==> config.mk <==
export PLATFORM = sky130hd
export DESIGN_NAME = desk_height_frame_parser_flat
export DESIGN_NICKNAME = d
export VERILOG_FILES = /design/src/rtl/core/dhfp_pkg.sv /design/src/rtl/core/dhfp_rx_if.sv /design/src/rtl/core/dhfp_res_if.sv /design/src/rtl/core/dhfp_frame_check.sv /design/src/rtl/core/dhfp_motion.sv /design/src/rtl/core/desk_height_frame_parser.sv /design/src/flat_wrapper.sv
export SDC_FILE = /design/constraint.sdc
export NUM_CORES = 1
export LEC_CHECK = 0
export BUFFER_PORTS_ARGS = -buffer_cell sky130_fd_sc_hd__clkbuf_2
export CORE_MARGIN = 2
export CORE_UTILIZATION = 50
export CTS_BUF_LIST = sky130_fd_sc_hd__clkbuf_16
export CTS_CLUSTER_SIZE = 10
export DETAILED_ROUTE_END_ITERATION = 10
export PLACE_DENSITY = 0.74
export SLEW_MARGIN = 20
export SYNTH_ARGS = -nofsm -noshare
export SYNTH_HDL_FRONTEND = slang
export SYNTH_SLANG_ARGS = --single-unit
==> constraint.sdc <==
create_clock -name clk -period 7.1 [get_ports clk]
set_clock_uncertainty 0.1 [all_clocks]
set_input_delay 0 -clock clk [delete_from_list [all_inputs] [get_ports clk]]
set_output_delay 0 -clock clk [all_outputs]
set_load 0.01 [all_outputs]
==> src/rtl/core/dhfp_pkg.sv <==
// shared constants and types of the desk height frame parser
package dhfp_pkg;

	localparam int FRAME_SPAN = 16;
	localparam int POS_W = $clog2(FRAME_SPAN);
	localparam int END_W = $clog2(FRAME_SPAN + 1);
	localparam int LEN_W = 9;

	localparam logic [7:0] SYNC_BYTE = 8'hF2;
	localparam logic [7:0] END_BYTE = 8'h7E;
	localparam logic [7:0] HEIGHT_CMD = 8'h01;
	// frame end position is length position plus length plus two
	localparam logic [LEN_W-1:0] LEN_EXTRA = LEN_W'(3 + 2);
	localparam logic [LEN_W-1:0] LAST_POS = LEN_W'(FRAME_SPAN - 1);
	localparam logic [END_W-1:0] END_UNKNOWN = END_W'(FRAME_SPAN);

	typedef enum logic [2:0] {
		KIND_HEIGHT   = 3'd0,
		KIND_OTHER    = 3'd1,
		KIND_SYNC     = 3'd2,
		KIND_LENGTH   = 3'd3,
		KIND_CHECKSUM = 3'd4,
		KIND_END      = 3'd5
	} kind_t;

	typedef enum logic [1:0] {
		MOTION_IDLE = 2'd0,
		MOTION_UP   = 2'd1,
		MOTION_DOWN = 2'd2
	} motion_t;

	// outcome of one byte at the framing level
	typedef struct packed {
		logic        good;
		logic        bad;
		kind_t       err_kind;
		logic [7:0]  command;
		logic [15:0] height;
	} frame_evt_t;

	typedef struct packed {
		logic        hit;
		kind_t       kind;
		logic [7:0]  command;
		logic [15:0] height_tenths;
		motion_t     motion;
		logic        motion_changed;
		logic        warning;
	} result_t;

endpackage

==> src/rtl/core/dhfp_rx_if.sv <==
// received byte channel
interface dhfp_rx_if;
	logic       valid;
	logic       ready;
	logic [7:0] rx_byte;

	modport source (output valid, output rx_byte, input ready);
	modport sink (input valid, input rx_byte, output ready);
endinterface

==> src/rtl/core/dhfp_res_if.sv <==
// result channel
interface dhfp_res_if;
	logic        valid;
	logic        ready;
	logic [2:0]  kind;
	logic [7:0]  command;
	logic [15:0] height_tenths;
	logic [1:0]  motion;
	logic        motion_changed;
	logic        warning;

	modport source (output valid, output kind, output command, output height_tenths,
		output motion, output motion_changed, output warning, input ready);
	modport sink (input valid, input kind, input command, input height_tenths,
		input motion, input motion_changed, input warning, output ready);
endinterface

==> src/rtl/core/dhfp_frame_check.sv <==
// frame position tracking, sync, length, checksum and end byte checks
module dhfp_frame_check (
	input  logic                 clk,
	input  logic                 arst_n,
	input  logic                 step,
	input  logic [7:0]           data,
	output dhfp_pkg::frame_evt_t evt
);
	import dhfp_pkg::*;

	logic [POS_W-1:0] pos_q;
	logic [END_W-1:0] end_q;
	logic [7:0]       sum_q;
	logic [7:0]       cmd_q;
	logic [15:0]      hb_q;

	logic [END_W-1:0] pos_ext;
	logic [LEN_W-1:0] len_end;
	logic [7:0]       sum_add;
	logic [15:0]      hb_next;

	assign pos_ext = END_W'(pos_q);
	assign len_end = LEN_W'(data) + LEN_EXTRA;
	assign sum_add = sum_q + data;

	always_comb begin
		hb_next = hb_q;
		if (pos_q == POS_W'(4)) begin
			hb_next[15:8] = data;
		end else if (pos_q == POS_W'(5)) begin
			hb_next[7:0] = data;
		end
	end

	always_comb begin
		evt = '0;
		evt.err_kind = KIND_SYNC;
		evt.command = cmd_q;
		evt.height = hb_next;
		priority if (pos_q == POS_W'(0) || pos_q == POS_W'(1)) begin
			if (data != SYNC_BYTE) begin
				evt.bad = 1'b1;
				evt.err_kind = KIND_SYNC;
			end
		end else if (pos_q == POS_W'(2)) begin
			evt.bad = 1'b0;
		end else if (pos_q == POS_W'(3)) begin
			if (len_end > LAST_POS) begin
				evt.bad = 1'b1;
				evt.err_kind = KIND_LENGTH;
			end
		end else if (pos_ext + END_W'(1) == end_q) begin
			if (data != sum_q) begin
				evt.bad = 1'b1;
				evt.err_kind = KIND_CHECKSUM;
			end
		end else if (pos_ext == end_q) begin
			if (data != END_BYTE) begin
				evt.bad = 1'b1;
				evt.err_kind = KIND_END;
			end else begin
				evt.good = 1'b1;
			end
		end else begin
			evt.bad = 1'b0;
		end
	end

	always_ff @(posedge clk or negedge arst_n) begin
		if (!arst_n) begin
			pos_q <= '0;
			end_q <= END_UNKNOWN;
			sum_q <= '0;
			cmd_q <= '0;
			hb_q <= '0;
		end else if (step) begin
			hb_q <= hb_next;
			if (evt.good || evt.bad) begin
				pos_q <= '0;
				end_q <= END_UNKNOWN;
			end else begin
				pos_q <= pos_q + POS_W'(1);
				priority if (pos_q == POS_W'(0) || pos_q == POS_W'(1)) begin
					sum_q <= sum_q;
				end else if (pos_q == POS_W'(2)) begin
					cmd_q <= data;
					sum_q <= data;
				end else if (pos_q == POS_W'(3)) begin
					end_q <= len_end[END_W-1:0];
					sum_q <= sum_add;
				end else if (pos_ext + END_W'(1) == end_q) begin
					sum_q <= sum_q;
				end else begin
					sum_q <= sum_add;
				end
			end
		end
	end

endmodule

==> src/rtl/core/dhfp_motion.sv <==
// height report building, motion tracking and warning status
module dhfp_motion (
	input  logic                 clk,
	input  logic                 arst_n,
	input  logic                 step,
	input  dhfp_pkg::frame_evt_t evt,
	output dhfp_pkg::result_t    rslt
);
	import dhfp_pkg::*;

	logic [15:0] last_height_q;
	logic        known_q;
	motion_t     last_motion_q;
	logic        warning_q;

	logic    is_height;
	motion_t motion_new;

	assign is_height = evt.good && (evt.command == HEIGHT_CMD);

	always_comb begin
		motion_new = MOTION_IDLE;
		if (known_q) begin
			if (evt.height > last_height_q) begin
				motion_new = MOTION_UP;
			end else if (evt.height < last_height_q) begin
				motion_new = MOTION_DOWN;
			end
		end
	end

	always_comb begin
		rslt = '0;
		rslt.kind = KIND_OTHER;
		rslt.motion = MOTION_IDLE;
		rslt.hit = evt.good || evt.bad;
		if (evt.bad) begin
			rslt.kind = evt.err_kind;
			rslt.warning = 1'b1;
		end else if (evt.good) begin
			rslt.command = evt.command;
			if (is_height) begin
				rslt.kind = KIND_HEIGHT;
				rslt.height_tenths = evt.height;
				rslt.motion = motion_new;
				rslt.motion_changed = (motion_new != last_motion_q);
			end
		end else begin
			rslt.warning = warning_q;
		end
	end

	always_ff @(posedge clk or negedge arst_n) begin
		if (!arst_n) begin
			last_height_q <= '0;
			known_q <= 1'b0;
			last_motion_q <= MOTION_IDLE;
			warning_q <= 1'b0;
		end else if (step) begin
			if (evt.bad) begin
				warning_q <= 1'b1;
			end else if (evt.good) begin
				warning_q <= 1'b0;
			end
			if (is_height) begin
				last_height_q <= evt.height;
				known_q <= 1'b1;
				last_motion_q <= motion_new;
			end
		end
	end

endmodule

==> src/rtl/core/desk_height_frame_parser.sv <==
// desk height frame parser: byte input register, frame checks, result register
// path: an accepted byte is held in the input register, and its result is then registered in the result register
// throughput: one byte per cycle while no finished result waits unread; the input register
// can still take one byte while a finished result waits, after which the input stalls
// reset: asynchronous, hunt restarts at position zero, no height known, motion idle,
// warning clear, no byte or result held
module desk_height_frame_parser (
	input  logic clk,
	input  logic arst_n,
	dhfp_rx_if.sink rx,
	dhfp_res_if.source res
);
	import dhfp_pkg::*;

	logic       valid_s1;
	logic [7:0] byte_s1;
	logic       advance;
	logic       res_valid_q;
	result_t    res_q;

	frame_evt_t evt;
	result_t    rslt;

	assign advance = valid_s1 && (!res_valid_q || res.ready);
	assign rx.ready = !valid_s1 || advance;

	always_ff @(posedge clk or negedge arst_n) begin
		if (!arst_n) begin
			valid_s1 <= 1'b0;
		end else if (rx.ready) begin
			valid_s1 <= rx.valid;
		end
	end

	always_ff @(posedge clk) begin
		if (rx.ready && rx.valid) begin
			byte_s1 <= rx.rx_byte;
		end
	end

	dhfp_frame_check u_frame_check (
		.clk    (clk),
		.arst_n (arst_n),
		.step   (advance),
		.data   (byte_s1),
		.evt    (evt)
	);

	dhfp_motion u_motion (
		.clk    (clk),
		.arst_n (arst_n),
		.step   (advance),
		.evt    (evt),
		.rslt   (rslt)
	);

	always_ff @(posedge clk or negedge arst_n) begin
		if (!arst_n) begin
			res_valid_q <= 1'b0;
		end else begin
			if (res.ready) begin
				res_valid_q <= 1'b0;
			end
			if (advance && rslt.hit) begin
				res_valid_q <= 1'b1;
			end
		end
	end

	always_ff @(posedge clk) begin
		if (advance && rslt.hit) begin
			res_q <= rslt;
		end
	end

	assign res.valid = res_valid_q;
	assign res.kind = res_q.kind;
	assign res.command = res_q.command;
	assign res.height_tenths = res_q.height_tenths;
	assign res.motion = res_q.motion;
	assign res.motion_changed = res_q.motion_changed;
	assign res.warning = res_q.warning;

endmodule

==> src/flat_wrapper.sv <==
// flat-port wrapper written by rule: the top's interface ports become plain ports
module desk_height_frame_parser_flat import dhfp_pkg::*;
  (clk, arst_n, rx_valid, rx_rx_byte, rx_ready, res_valid, res_kind, res_command, res_height_tenths, res_motion, res_motion_changed, res_warning, res_ready);
  dhfp_rx_if rx_i ();
  dhfp_res_if res_i ();
  input  logic clk;
  input  logic arst_n;
  input wire logic [$bits(rx_i.valid)-1:0] rx_valid;
  input wire logic [$bits(rx_i.rx_byte)-1:0] rx_rx_byte;
  output wire logic [$bits(rx_i.ready)-1:0] rx_ready;
  output wire logic [$bits(res_i.valid)-1:0] res_valid;
  output wire logic [$bits(res_i.kind)-1:0] res_kind;
  output wire logic [$bits(res_i.command)-1:0] res_command;
  output wire logic [$bits(res_i.height_tenths)-1:0] res_height_tenths;
  output wire logic [$bits(res_i.motion)-1:0] res_motion;
  output wire logic [$bits(res_i.motion_changed)-1:0] res_motion_changed;
  output wire logic [$bits(res_i.warning)-1:0] res_warning;
  input wire logic [$bits(res_i.ready)-1:0] res_ready;
  assign rx_i.valid = rx_valid;
  assign rx_i.rx_byte = rx_rx_byte;
  assign rx_ready = rx_i.ready;
  assign res_valid = res_i.valid;
  assign res_kind = res_i.kind;
  assign res_command = res_i.command;
  assign res_height_tenths = res_i.height_tenths;
  assign res_motion = res_i.motion;
  assign res_motion_changed = res_i.motion_changed;
  assign res_warning = res_i.warning;
  assign res_i.ready = res_ready;
  desk_height_frame_parser u_core (.clk(clk), .arst_n(arst_n), .rx(rx_i), .res(res_i));
endmodule
# Yosys cells after proc, flatten, opt, wreduce, memory -nomap -nowiden
# Cells that the tools add are included.
# classes
reduce_logical	19
add_sub_neg	4
n_eq_ne	15
n_lt_le_gt_ge	3
n_bitwise	4
mux	39
# op_table
operator	count
$mux 8	6
$mux 4	8
$mux 28	1
$mux 5	4
$mux 19	1
$gt 16x16->1	1
$lt 16x16->1	1
$mux 1	13
$reduce_and 4->1	3
$add 8x3->9 const B	1
$gt 9x4->1 const B	1
$mux 3	3
$add 8x8->8	1
$eq 4x2->1 const B	2
$eq 4x3->1 const B	2
$eq 8x1->1 const B	1
$ne 8x7->1 const B	1
$ne 8x8->1	1
$ne 8x8->1 const B	1
$mux 2	3
$add 4x1->5 const B	1
$eq 4x5->1	1
$eq 5x5->1	1
$add 4x1->4 const B	1
other kinds (13)	25
# word_totals
regBits	102
in_bits	12
wordCells	102

# Depth between registers and ports, before layout
# Gate-level depths: netlist (run 1).
# depth
word_depth	11
depth_mapped	15
depth_no_buf	14

# By module
# Synthesis (run 1) repeated with hierarchy kept, for this count alone.
# unflattened
cells_unflattened	477
hier_area_um2	5536.6
# by_module_without_submodules
mod	instances	cells_each	area_per_inst_um2	seq_area_each_um2
dhfp_frame_check	1	276	2791.4	1027.2
dhfp_motion	1	152	1465.2	500.5
desk_height_frame_parser	1	49	1280.0	1221.2

# Least setup slack after synthesis (run 1)
# OpenSTA, ideal clock, no wires.
# synth_timing
path_kind	register to register
startpoint	register u_core.u_frame_check.pos_q[0]
endpoint	register u_core.res_q, in the netlist u_core.res.motion_changed, data pin
stages_incl_launch_ff	15
slack_ps	3449
t_arrival_ps	3371
setup_ps	180
path_buffers	1
path_cell_list	dfrtp_1 inv_1 ha_1 nor4bb_1 clkbuf_1 mux2i_1 inv_1 ha_1 a21o_1 a21oi_1 a21oi_1 a211o_1 a21oi_1 o21ai_0 a221oi_1
# synth_rtl
item	line	text
start, declared	dhfp_frame_check.sv:11	logic [POS_W-1:0] pos_q;
start signal, assigned	dhfp_frame_check.sv:82	pos_q <= pos_q + POS_W'(1);
end signal, assigned	desk_height_frame_parser.sv:72	res_q <= rslt;
end, declared	desk_height_frame_parser.sv:19	result_t res_q;

==> flow_metrics.env, run 1 <==
export IMPL_multi_input_comb_area_sq_um=2330
export IMPL_grt_pass1_wl_um=18400
export IMPL_post_cts_buffers=0
export IMPL_synth_area_leaders="sky130_fd_sc_hd__dfrtp_1 29%, sky130_fd_sc_hd__edfxtp_1 22%, sky130_fd_sc_hd__ha_1 7.0%, sky130_fd_sc_hd__nand2_1 4.2%, sky130_fd_sc_hd__mux2i_1 2.8%"
export IMPL_timing_hold_violations_final=0
export IMPL_cts_num_sinks=102
export IMPL_synthDominantCellAreaShare=0.291
export IMPL_setup_worst_path_start_class="flop"
export IMPL_std_cell_rows=37
export IMPL_regArea_sq_um=2750
export IMPL_slew_limit_headroom=0.367
export IMPL_synthesis_instances=509
export IMPL_die_width_um=107
export IMPL_setup_worst_path_end_class="flop"
export IMPL_totalWireLength_um=10600
export IMPL_worst_skew_pair_late_latency_ns=0.34
export IMPL_cts_tree="done"
export IMPL_htree_levels=3
export IMPL_critical_path_max_stage_delay_ns=0.45
export IMPL_synthToLayoutAreaGrowth_pct=13.8
export IMPL_diodes=0
export IMPL_ys_flop_type="sky130_fd_sc_hd__dfrtp_1"
export IMPL_finalSetupViolations=0
export IMPL_final_max_slew_viol_count=0
export IMPL_place_port_buffers=44
export IMPL_grt_setup_unrepaired="no"
export IMPL_worst_endpoint_arrival_ns=3.93
export IMPL_grt_max_degree=64
export IMPL_core_region_area_sq_um=10300
export IMPL_layout_core_utilization=0.587
export IMPL_detail_route_iter0_violations=244
export IMPL_cts_hold_fix_buffers=12
export IMPL_netlist_area_pre_place_sq_um=5330
export IMPL_hold_path_class="primary input to asynchronous set/reset pin"
export IMPL_layout_nets=601
export IMPL_synth_nets=552
export IMPL_clock_tree_root_cell="sky130_fd_sc_hd__clkbuf_16"
export IMPL_yosysWarningCount=0
export IMPL_timing_critical_path_mode_cell="sky130_fd_sc_hd__a21oi_1"
export IMPL_synth_ff_latch_count=102
export IMPL_io_pin_count=45
export IMPL_fin_ws_ns=3.23
export IMPL_final_min_clock_period_ns=3.87
export IMPL_layout_filler_cells=860
export IMPL_drt_pass1_iter_count=4
export IMPL_gp_congestion=0.892
export IMPL_asyncSetResetFlopFracSynth=0.618
export IMPL_final_setup_tns_ns=0
export IMPL_antenna_found_initial=0
export IMPL_floorplan_initialDensity=0.516
export IMPL_number_of_antenna_violating_nets_in_the_routed_design=0
export IMPL_power_density_nw_per_um2=324
export IMPL_worst_path_max_fanout=8
export IMPL_first_global_vias=3864
export IMPL_groute_usage_overall=0.204
export IMPL_max_cap_violations=0
export IMPL_avgRoutedWirePerCell_um=15.1
export IMPL_pre_cts_ws_ns=3.27
export IMPL_leading_cell_types_in_the_layout_fill_and_taps_excluded="62 x sky130_fd_sc_hd__dfrtp_1, 59 x sky130_fd_sc_hd__nand2_1, 44 x sky130_fd_sc_hd__clkbuf_2"
export IMPL_power_leakage_uw=0.00268
export IMPL_final_period_utilization=0.546
export IMPL_post_dp_hpwl_um=7420
export IMPL_detailroute_via_count=3788
export IMPL_layout_cells_most_common="sky130_fd_sc_hd__dfrtp_1"
export IMPL_viasPerCell=5.42
export IMPL_critical_path_slowest_cell="sky130_fd_sc_hd__dfrtp_1"
export IMPL_tightest_slew_ns=0.947
export IMPL_overflow_left_after_global_routing=0
export IMPL_post_layout_nonfiller_instances=699
export IMPL_synth_area_leader_cell="sky130_fd_sc_hd__dfrtp_1"
export IMPL_tritoncts_num_buffers=9
export IMPL_dpl_cell_count=671
export IMPL_critical_path_class="flop to flop"
export IMPL_ir_worst_vdd_mv=0.165
export IMPL_achievable_frequency_mhz=258
export IMPL_syn_avg_cell_area_sq_um=10.5
export IMPL_worst_hold_margin_ns=0.269
export IMPL_dieHeight_um=107
export IMPL_synth_enable_flop_cells=39
export IMPL_drt_drc_violations_left=0
export IMPL_crit_path_cell_trace="inv_1 > ha_1 > nor4bb_2 > buf_4 > mux2i_1 > inv_1 > ha_1 > a21o_1 > a21oi_1 > a21oi_1 > a211o_1 > a21oi_1 > o21ai_0 > a221oi_1"
export IMPL_clk_pin_slew_worst_paths_ns=0.07
export IMPL_die_area_sq_um=11500
export IMPL_clk_path_buf_depth=2
export IMPL_run_status="completed"
export IMPL_cp_required_ns=7.16
export IMPL_ys_seq_area_frac=0.516
export IMPL_drive_gt1_frac=0.158
export IMPL_cts_repair_resize_count=0
export IMPL_yosysUniqueCellTypes=64
-- worst paths after layout --
check	slack [ns]	end	from	depth (start not counted)
worst max-delay path	3.23	u_core.res.motion_changed	u_core.u_frame_check.pos_q[0]	14
worst min-delay path	0.27	u_core.res.valid	arst_n	3
worst max register to register	3.23	u_core.res.motion_changed	u_core.u_frame_check.pos_q[0]	14
worst min register to register	0.38	u_core.u_frame_check.hb_q[10]	u_core.u_frame_check.hb_q[10]	2
max in group asynchronous	6.08	u_core.u_frame_check.cmd_q[4]	arst_n	3
min in group clk	0.27	u_core.byte_s1[1]	rx_rx_byte[1]	2
-- state kept, by name (all words and copies together), names as in the netlist, 2 cells and up --
signal,flops
u_core.u_motion.last_height_q,16
u_core.u_motion.last_motion_q,2
u_core.u_frame_check.end_q,5
u_core.u_frame_check.cmd_q,8
u_core.u_frame_check.sum_q,8
u_core.res.height_tenths,16
u_core.byte_s1,8
u_core.res.motion,2
u_core.res.kind,3
u_core.res.command,8
u_core.u_frame_check.pos_q,4
u_core.u_frame_check.hb_q,16
-- worst max-delay path, delay by kind of cell, from the launching register on --
family | cells | cell delay [ns]
simple gates | 1 | 0.30
fa+ha+maj | 2 | 0.57
buf+inv | 3 | 0.46
flops | 1 | 0.45
compound gates | 7 | 1.45
mux | 1 | 0.34
-- layer usage --
layer	track usage	part of all wire	vias up
met4	0.0724	0.016	0
met3	0.0304	0.040	16
li1	-	-	1885
met2	0.334	0.47	84
met1	0.279	0.47	1803
met5	0	0	-
-- report_power, final --
| group | switching (uW) | internal [uW] | leakage [uW] | total (uW) |
|---|---|---|---|---|
| sequential | 73.0 | 741 | 0.00122 | 814 |
| combinational | 386 | 270 | 0.00131 | 656 |
| clock | 216 | 275 | 0.000148 | 491 |
-- Yosys cell counts, types with 2 or more instances --
library cell                 n
sky130_fd_sc_hd__ha_1       30
sky130_fd_sc_hd__o21ai_0    28
sky130_fd_sc_hd__nor2_1     40
sky130_fd_sc_hd__a21oi_1    16
sky130_fd_sc_hd__a21oi_2     2
sky130_fd_sc_hd__o2bb2ai_1   4
sky130_fd_sc_hd__nand2b_1    6
sky130_fd_sc_hd__nand3_1    11
sky130_fd_sc_hd__buf_4       2
sky130_fd_sc_hd__nand3b_1    3
sky130_fd_sc_hd__o21a_1      4
sky130_fd_sc_hd__xnor2_1     6
sky130_fd_sc_hd__buf_6       2
sky130_fd_sc_hd__dfrtp_1    62
sky130_fd_sc_hd__inv_1      38
sky130_fd_sc_hd__nand2_1    59
sky130_fd_sc_hd__xor2_1      6
sky130_fd_sc_hd__nor2b_1     5
sky130_fd_sc_hd__o211ai_1    3
sky130_fd_sc_hd__edfxtp_1   39
sky130_fd_sc_hd__and2_1     12
sky130_fd_sc_hd__mux2i_1    15
sky130_fd_sc_hd__clkbuf_1   13
sky130_fd_sc_hd__o21bai_1    3
sky130_fd_sc_hd__a31oi_1     3
sky130_fd_sc_hd__mux2_2      8
sky130_fd_sc_hd__a21o_1      8
sky130_fd_sc_hd__nor3b_1     2
sky130_fd_sc_hd__nand4_1     8
sky130_fd_sc_hd__o21ai_2     2
sky130_fd_sc_hd__o21ai_1    19
sky130_fd_sc_hd__nor3_1     13
sky130_fd_sc_hd__buf_2       5
sky130_fd_sc_hd__o41ai_1     2
-- kinds of logic after synthesis --
kind of cell             Yosys count  share of synthesized area
buffers and inverters             60                     0.0477
flip-flops                       102                      0.516
AO/OA/AOI/OAI                    106                      0.129
XOR/XNOR                          13                     0.0249
multiplexers                      23                     0.0451
adder cells (fa/ha/maj)           31                     0.0742
AND/OR/NAND/NOR                  174                      0.163
-- layout make-up --
class	instances	share of cell area
clock inverter	7	0.0120
clock buffer	9	0.0372
sequential	102	0.454
inverter	38	0.0235
multi-input combinational	347	0.385
tap	136	0.0281
timing repair buffer	60	0.0611
-- metrics by stage --
| stage | area (sq um) | total power [uW] |
|---|---|---|
| global placement | 5640 | 1440 |
| global route | 6060 | 2110 |
| detailed placement | 5640 | 1470 |
| finish | 6060 | 1960 |
| CTS | 6060 | 1970 |
| floorplan | 5330 | 1300 |
Power figures use the tool's default switching activity.
==> inputs of run 2 (changes only) <==
==> constraint.sdc (replaced) <==
create_clock -name clk -period 3.8 [get_ports clk]
set_clock_uncertainty 0.1 [all_clocks]
set_input_delay 0 -clock clk [delete_from_list [all_inputs] [get_ports clk]]
set_output_delay 0 -clock clk [all_outputs]
set_load 0.01 [all_outputs]
==> flow_metrics.env, run 2 (same netlist as run 1, synthesis figures left out) <==
export IMPL_run_status="completed"
export IMPL_layout_nets=630
export IMPL_p_seq_frac=0.397
export IMPL_total_power_uw=3830
export IMPL_avgRoutedWirePerCell_um=15.6
export IMPL_critical_path_class="flop to flop"
export IMPL_number_of_antenna_violating_nets_in_the_routed_design=0
export IMPL_power_density_nw_per_um2=605
export IMPL_worst_endpoint_arrival_ns=3.68
export IMPL_final_period_utilization=0.951
export IMPL_stdcell_area_sq_um=6330
export IMPL_post_layout_nonfiller_instances=728
export IMPL_worst_skew_pair_late_latency_ns=0.34
export IMPL_timing_hold_violations_final=0
export IMPL_setup_worst_path_end_class="flop"
export IMPL_worst_hold_margin_ns=0.218
export IMPL_grt_max_degree=40
export IMPL_ir_worst_vdd_mv=0.368
export IMPL_core_region_area_sq_um=10300
export IMPL_final_min_clock_period_ns=3.61
export IMPL_multi_input_comb_area_sq_um=2350
export IMPL_viasPerCell=5.44
export IMPL_drt_drc_violations_left=0
export IMPL_post_dp_hpwl_um=8050
export IMPL_grt_pass1_wl_um=19200
export IMPL_hold_path_class="primary input to asynchronous set/reset pin"
export IMPL_die_width_um=107
export IMPL_p_switching_uw=1340
export IMPL_synthToLayoutAreaGrowth_pct=18.8
export IMPL_layout_cells_most_common="sky130_fd_sc_hd__dfrtp_1"
export IMPL_overflow_left_after_global_routing=0
export IMPL_power_leakage_uw=0.00281
export IMPL_pwr_share_comb=0.356
export IMPL_tritoncts_num_buffers=9
export IMPL_die_area_sq_um=11500
export IMPL_timing_reg2reg_setup_slack_ns=0.19
export IMPL_cts_tree="done"
export IMPL_cpLargestDelayFamily="compound AO/OA/AOI/OAI gates"
export IMPL_clk_path_buf_depth=2
export IMPL_regArea_sq_um=2750
export IMPL_drt_pass1_iter_count=4
export IMPL_achievable_frequency_mhz=277
export IMPL_clock_tree_root_cell="sky130_fd_sc_hd__clkbuf_16"
export IMPL_place_port_buffers=44
export IMPL_dieHeight_um=107
export IMPL_leading_cell_types_in_the_layout_fill_and_taps_excluded="60 x sky130_fd_sc_hd__dfrtp_1, 59 x sky130_fd_sc_hd__nand2_1, 43 x sky130_fd_sc_hd__clkbuf_2"
export IMPL_max_cap_violations=0
export IMPL_cts_num_sinks=102
export IMPL_totalWireLength_um=11400
export IMPL_cp_required_ns=3.86
export IMPL_use_met3=0.0444
export IMPL_tightest_slew_ns=0.906
export IMPL_critPathBufInv=3
export IMPL_global_route_usage_met1=0.278
export IMPL_antenna_found_initial=0
export IMPL_finalSetupViolations=0
export IMPL_grt_util_met2=0.362
export IMPL_switching_share=0.351
export IMPL_placed_cell_area_sq_um=5800
export IMPL_detail_route_iter0_violations=193
export IMPL_top_usage_layer="met2"
export IMPL_cellInternalPower_uw=2480
export IMPL_critical_path_slowest_cell="sky130_fd_sc_hd__dfrtp_2"
export IMPL_groute_usage_overall=0.215
export IMPL_dpl_cell_count=692
export IMPL_slew_limit_headroom=0.396
export IMPL_first_global_vias=4006
export IMPL_diodes=0
export IMPL_critical_path_max_stage_delay_ns=0.45
export IMPL_detailroute_via_count=3963
export IMPL_layout_filler_cells=829
export IMPL_crit_path_cell_trace="inv_1 > ha_1 > nor4bb_4 > buf_6 > mux2i_2 > inv_1 > ha_1 > a21o_1 > a21oi_1 > a21oi_1 > a211o_1 > a21oi_4 > o21ai_0 > a221oi_1"
export IMPL_floorplan_initialDensity=0.516
export IMPL_clk_pin_slew_worst_paths_ns=0.07
export IMPL_setup_worst_path_start_class="flop"
export IMPL_worst_path_max_fanout=7
export IMPL_pwr_share_clk=0.246
export IMPL_drive_gt1_frac=0.206
export IMPL_htree_levels=3
export IMPL_std_cell_rows=37
export IMPL_layout_core_utilization=0.613
export IMPL_gp_congestion=0.920
export IMPL_io_pin_count=45
export IMPL_final_max_slew_viol_count=0
-- run 2: cell count changes in the layout (fill, tap and decap cells not counted), sizes merged --
cell	previous run	this run
buf	4	34
inv	41	42
clkinv	2	1
clkbuf	53	52
-- run 2: final timing paths --
path	from	endpoint	depth (start not counted)
worst max-delay path	u_core.u_frame_check.pos_q[1]	u_core.res.motion_changed	14
worst min register to register	u_core.u_frame_check.hb_q[7]	u_core.u_frame_check.hb_q[7]	2
min in group clk	rx_rx_byte[3]	u_core.byte_s1[3]	2
worst min-delay path	arst_n	u_core.valid_s1	2
max in group asynchronous	arst_n	u_core.u_motion.last_height_q[3]	3
worst max register to register	u_core.u_frame_check.pos_q[1]	u_core.res.motion_changed	14
-- run 2: metal layers --
metal / up-vias / routed length [um]
li1: 1943 / -
met1: 1901 / 5060
met2: 97 / 5600
met3: 22 / 485
met4: 0 / 220
met5: - / 0
-- run 2: power by group through the flow --
stage | combinational, uW | sequential, uW | clock, uW
floorplan | 885 | 1540 | 0
global placement | 1240 | 1520 | 0
detailed placement | 1290 | 1540 | 0
CTS | 1330 | 1520 | 963
global route | 1530 | 1550 | 1020
finish | 1360 | 1520 | 943
-- run 2: final cells by class --
cell class              count  share of cell area
inverters                  38              0.0225
clock buffers               9              0.0356
repair buffers             89              0.0955
multi-input cells         347               0.372
clock inverters             7              0.0125
flip-flops and latches    102               0.435
well taps                 136              0.0269
-- run 2: per-stage QoR --
stage / TNS, ns / setup slack [ns]
global route: -0.0113 / -0.0113
floorplan: 0 / 0.149
detailed placement: 0 / 0.00381
global placement: 0 / 0.177
CTS: 0 / 0.0768
finish: 0 / 0.187
-- run 2: worst register-to-register path, cell delays in order, from the launching register on --
cell and delay (ns):
sky130_fd_sc_hd__dfrtp_2 0.45, sky130_fd_sc_hd__inv_1 0.11, sky130_fd_sc_hd__ha_1 0.22, sky130_fd_sc_hd__nor4bb_4 0.34
sky130_fd_sc_hd__buf_6 0.18, sky130_fd_sc_hd__mux2i_2 0.27, sky130_fd_sc_hd__inv_1 0.10, sky130_fd_sc_hd__ha_1 0.31
sky130_fd_sc_hd__a21o_1 0.20, sky130_fd_sc_hd__a21oi_1 0.15, sky130_fd_sc_hd__a21oi_1 0.08, sky130_fd_sc_hd__a211o_1 0.31
sky130_fd_sc_hd__a21oi_4 0.22, sky130_fd_sc_hd__o21ai_0 0.12, sky130_fd_sc_hd__a221oi_1 0.29
-- run 2: what timing repair did --
action	in CTS	in global routing
gates resized for setup	1	6
hold buffers	12	0
hold endpoints to repair	47	0
pin swaps	0	1
setup endpoints to repair	1	1
gates cloned	0	0
setup buffers	0	8
==> inputs of run 3 (changes only) <==
--- a/config.mk
+++ b/config.mk
@@ -5,14 +5,13 @@
 export SDC_FILE = /design/constraint.sdc
 export NUM_CORES = 1
 export LEC_CHECK = 0
-export BUFFER_PORTS_ARGS = -buffer_cell sky130_fd_sc_hd__clkbuf_2
+export BUFFER_PORTS_ARGS = -buffer_cell sky130_fd_sc_hd__buf_2
 export CORE_MARGIN = 2
 export CORE_UTILIZATION = 50
 export CTS_BUF_LIST = sky130_fd_sc_hd__clkbuf_16
 export CTS_CLUSTER_SIZE = 10
 export DETAILED_ROUTE_END_ITERATION = 10
 export PLACE_DENSITY = 0.74
-export SLEW_MARGIN = 20
 export SYNTH_ARGS = -nofsm -noshare
 export SYNTH_HDL_FRONTEND = slang
 export SYNTH_SLANG_ARGS = --single-unit
==> flow_metrics.env, run 3 (same netlist as run 1, synthesis figures left out) <==
export IMPL_place_port_buffers=44
export IMPL_diodes=0
export IMPL_drive_gt1_frac=0.205
export IMPL_antenna_found_initial=0
export IMPL_top_usage_layer="met2"
export IMPL_power_leakage_uw=0.00281
export IMPL_drt_pass1_iter_count=4
export IMPL_setup_worst_path_start_class="flop"
export IMPL_core_region_area_sq_um=10300
export IMPL_htree_levels=3
export IMPL_max_cap_violations=0
export IMPL_grt_util_met2=0.338
export IMPL_worst_path_max_fanout=7
export IMPL_crit_path_start="u_core.u_frame_check.pos_q[1]"
export IMPL_hold_path_class="primary input to asynchronous set/reset pin"
export IMPL_synthToLayoutAreaGrowth_pct=18.4
export IMPL_clk_pin_slew_worst_paths_ns=0.07
export IMPL_die_area_sq_um=11500
export IMPL_critical_path_class="flop to flop"
export IMPL_layout_nets=633
export IMPL_drt_drc_violations_left=0
export IMPL_rr_endpoint="u_core.res.motion_changed"
export IMPL_die_width_um=107
export IMPL_post_dp_hpwl_um=7930
export IMPL_worst_endpoint_arrival_ns=3.58
export IMPL_rr_worst_depth=15
export IMPL_leading_cell_types_in_the_layout_fill_and_taps_excluded="61 x sky130_fd_sc_hd__dfrtp_1, 59 x sky130_fd_sc_hd__nand2_1, 44 x sky130_fd_sc_hd__buf_2"
export IMPL_timing_hold_violations_final=0
export IMPL_final_max_slew_viol_count=0
export IMPL_finalSetupViolations=0
export IMPL_setup_worst_path_end_class="flop"
export IMPL_overflow_left_after_global_routing=0
export IMPL_cts_num_sinks=102
export IMPL_grt_setup_unrepaired="no"
export IMPL_dieHeight_um=107
export IMPL_global_route_usage_met1=0.291
export IMPL_layout_cells_most_common="sky130_fd_sc_hd__dfrtp_1"
export IMPL_layout_filler_cells=808
export IMPL_cpLargestDelayFamily="compound AO/OA/AOI/OAI gates"
export IMPL_number_of_antenna_violating_nets_in_the_routed_design=0
export IMPL_worstReg2RegStart="u_core.u_frame_check.pos_q[1]"
export IMPL_run_status="completed"
export IMPL_detail_route_iter0_violations=194
export IMPL_critPathBufInv=4
export IMPL_critical_path_max_stage_delay_ns=0.44
export IMPL_achievable_frequency_mhz=284
export IMPL_final_setup_tns_ns=0
export IMPL_cts_tree="done"
export IMPL_final_min_clock_period_ns=3.52
export IMPL_grt_max_degree=39
export IMPL_layout_core_utilization=0.611
export IMPL_avgRoutedWirePerCell_um=15.4
export IMPL_critical_path_slowest_cell="sky130_fd_sc_hd__dfrtp_1"
export IMPL_cp_required_ns=3.87
export IMPL_final_period_utilization=0.926
export IMPL_first_global_vias=3902
export IMPL_groute_usage_overall=0.212
export IMPL_power_density_nw_per_um2=598
export IMPL_viasPerCell=5.37
export IMPL_io_pin_count=45
export IMPL_totalWireLength_um=11300
export IMPL_post_layout_nonfiller_instances=731
export IMPL_gp_congestion=0.921
export IMPL_detailroute_via_count=3927
export IMPL_slew_limit_headroom=0.478
export IMPL_floorplan_initialDensity=0.516
export IMPL_ir_worst_vdd_mv=0.289
export IMPL_worst_skew_pair_late_latency_ns=0.35
export IMPL_grt_pass1_wl_um=18900
export IMPL_tritoncts_num_buffers=9
export IMPL_clock_tree_root_cell="sky130_fd_sc_hd__clkbuf_16"
export IMPL_dpl_cell_count=694
export IMPL_use_met3=0.0316
export IMPL_crit_path_cell_trace="inv_1 > ha_1 > nor4bb_2 > buf_4 > buf_4 > mux2i_1 > inv_1 > ha_1 > nand3_1 > o21bai_1 > a21oi_1 > a211o_1 > a21oi_4 > o21ai_0 > a221oi_1"
export IMPL_tightest_slew_ns=0.782
export IMPL_std_cell_rows=37
export IMPL_timing_reg2reg_setup_slack_ns=0.28
export IMPL_clk_path_buf_depth=2
## run 3: worst register-to-register path, stage by stage, from the launching register on
cell and delay, ns:
sky130_fd_sc_hd__dfrtp_1 0.44, sky130_fd_sc_hd__inv_1 0.11, sky130_fd_sc_hd__ha_1 0.25, sky130_fd_sc_hd__nor4bb_2 0.29, sky130_fd_sc_hd__buf_4 0.21, sky130_fd_sc_hd__buf_4 0.13, sky130_fd_sc_hd__mux2i_1 0.22, sky130_fd_sc_hd__inv_1 0.07
sky130_fd_sc_hd__ha_1 0.29, sky130_fd_sc_hd__nand3_1 0.11, sky130_fd_sc_hd__o21bai_1 0.11, sky130_fd_sc_hd__a21oi_1 0.07, sky130_fd_sc_hd__a211o_1 0.31, sky130_fd_sc_hd__a21oi_4 0.21, sky130_fd_sc_hd__o21ai_0 0.12, sky130_fd_sc_hd__a221oi_1 0.30
## run 3: area by class of cell
class / count / area, sq um / area share
Inverter: 38 / 143 / 0.0226
Sequential cell: 102 / 2750 / 0.436
Clock buffer: 9 / 225 / 0.0357
Clock inverter: 7 / 65.1 / 0.0103
Multi-Input combinational cell: 347 / 2340 / 0.371
Timing Repair Buffer: 92 / 611 / 0.0968
Tap cell: 136 / 170 / 0.0270
## run 3: repair_timing
item,in CTS,in global routing
hold buffers,12,0
gates resized for setup,0,3
setup buffers,0,9
setup endpoints to repair,0,1
endpoints found under the hold margin,35,0
## run 3: through the flow
stage	setup slack, ns	instance area, sq um	power, uW	hold WS, ns
floorplan	0.149	5330	2420	-0.396
global placement	0.184	5820	2760	-0.0586
detailed placement	0.0885	5820	2820	-0.0475
CTS	0.0462	6230	3740	0.123
global route	0.0245	6310	4030	0.173
finish	0.282	6310	3770	0.115
## run 3: how the worst max path moves through the flow
stage,end,slack [ns],cells after the start
after CTS,u_core.res.motion_changed,0.05,14
after floorplan,u_core.res.motion_changed,0.15,14
after detailed placement,u_core.res.motion_changed,0.09,14
final,u_core.res.motion_changed,0.28,15
after global placement,u_core.res.motion_changed,0.18,14
after global routing,u_core.res.motion_changed,0.02,14
## run 3: routing by layer
layer / vias up / wire length (um)
met2: 76 / 5500
li1: 1952 / -
met1: 1878 / 5140
met3: 21 / 426
met5: - / 0
met4: 0 / 226
## run 3: where the power goes
| part | switching [uW] | total [uW] | internal, uW |
|---|---|---|---|
| Sequential | 129 | 1510 | 1380 |
| Clock | 401 | 908 | 507 |
| Combinational | 771 | 1350 | 579 |
| Total | 1300 | 3770 | 2470 |
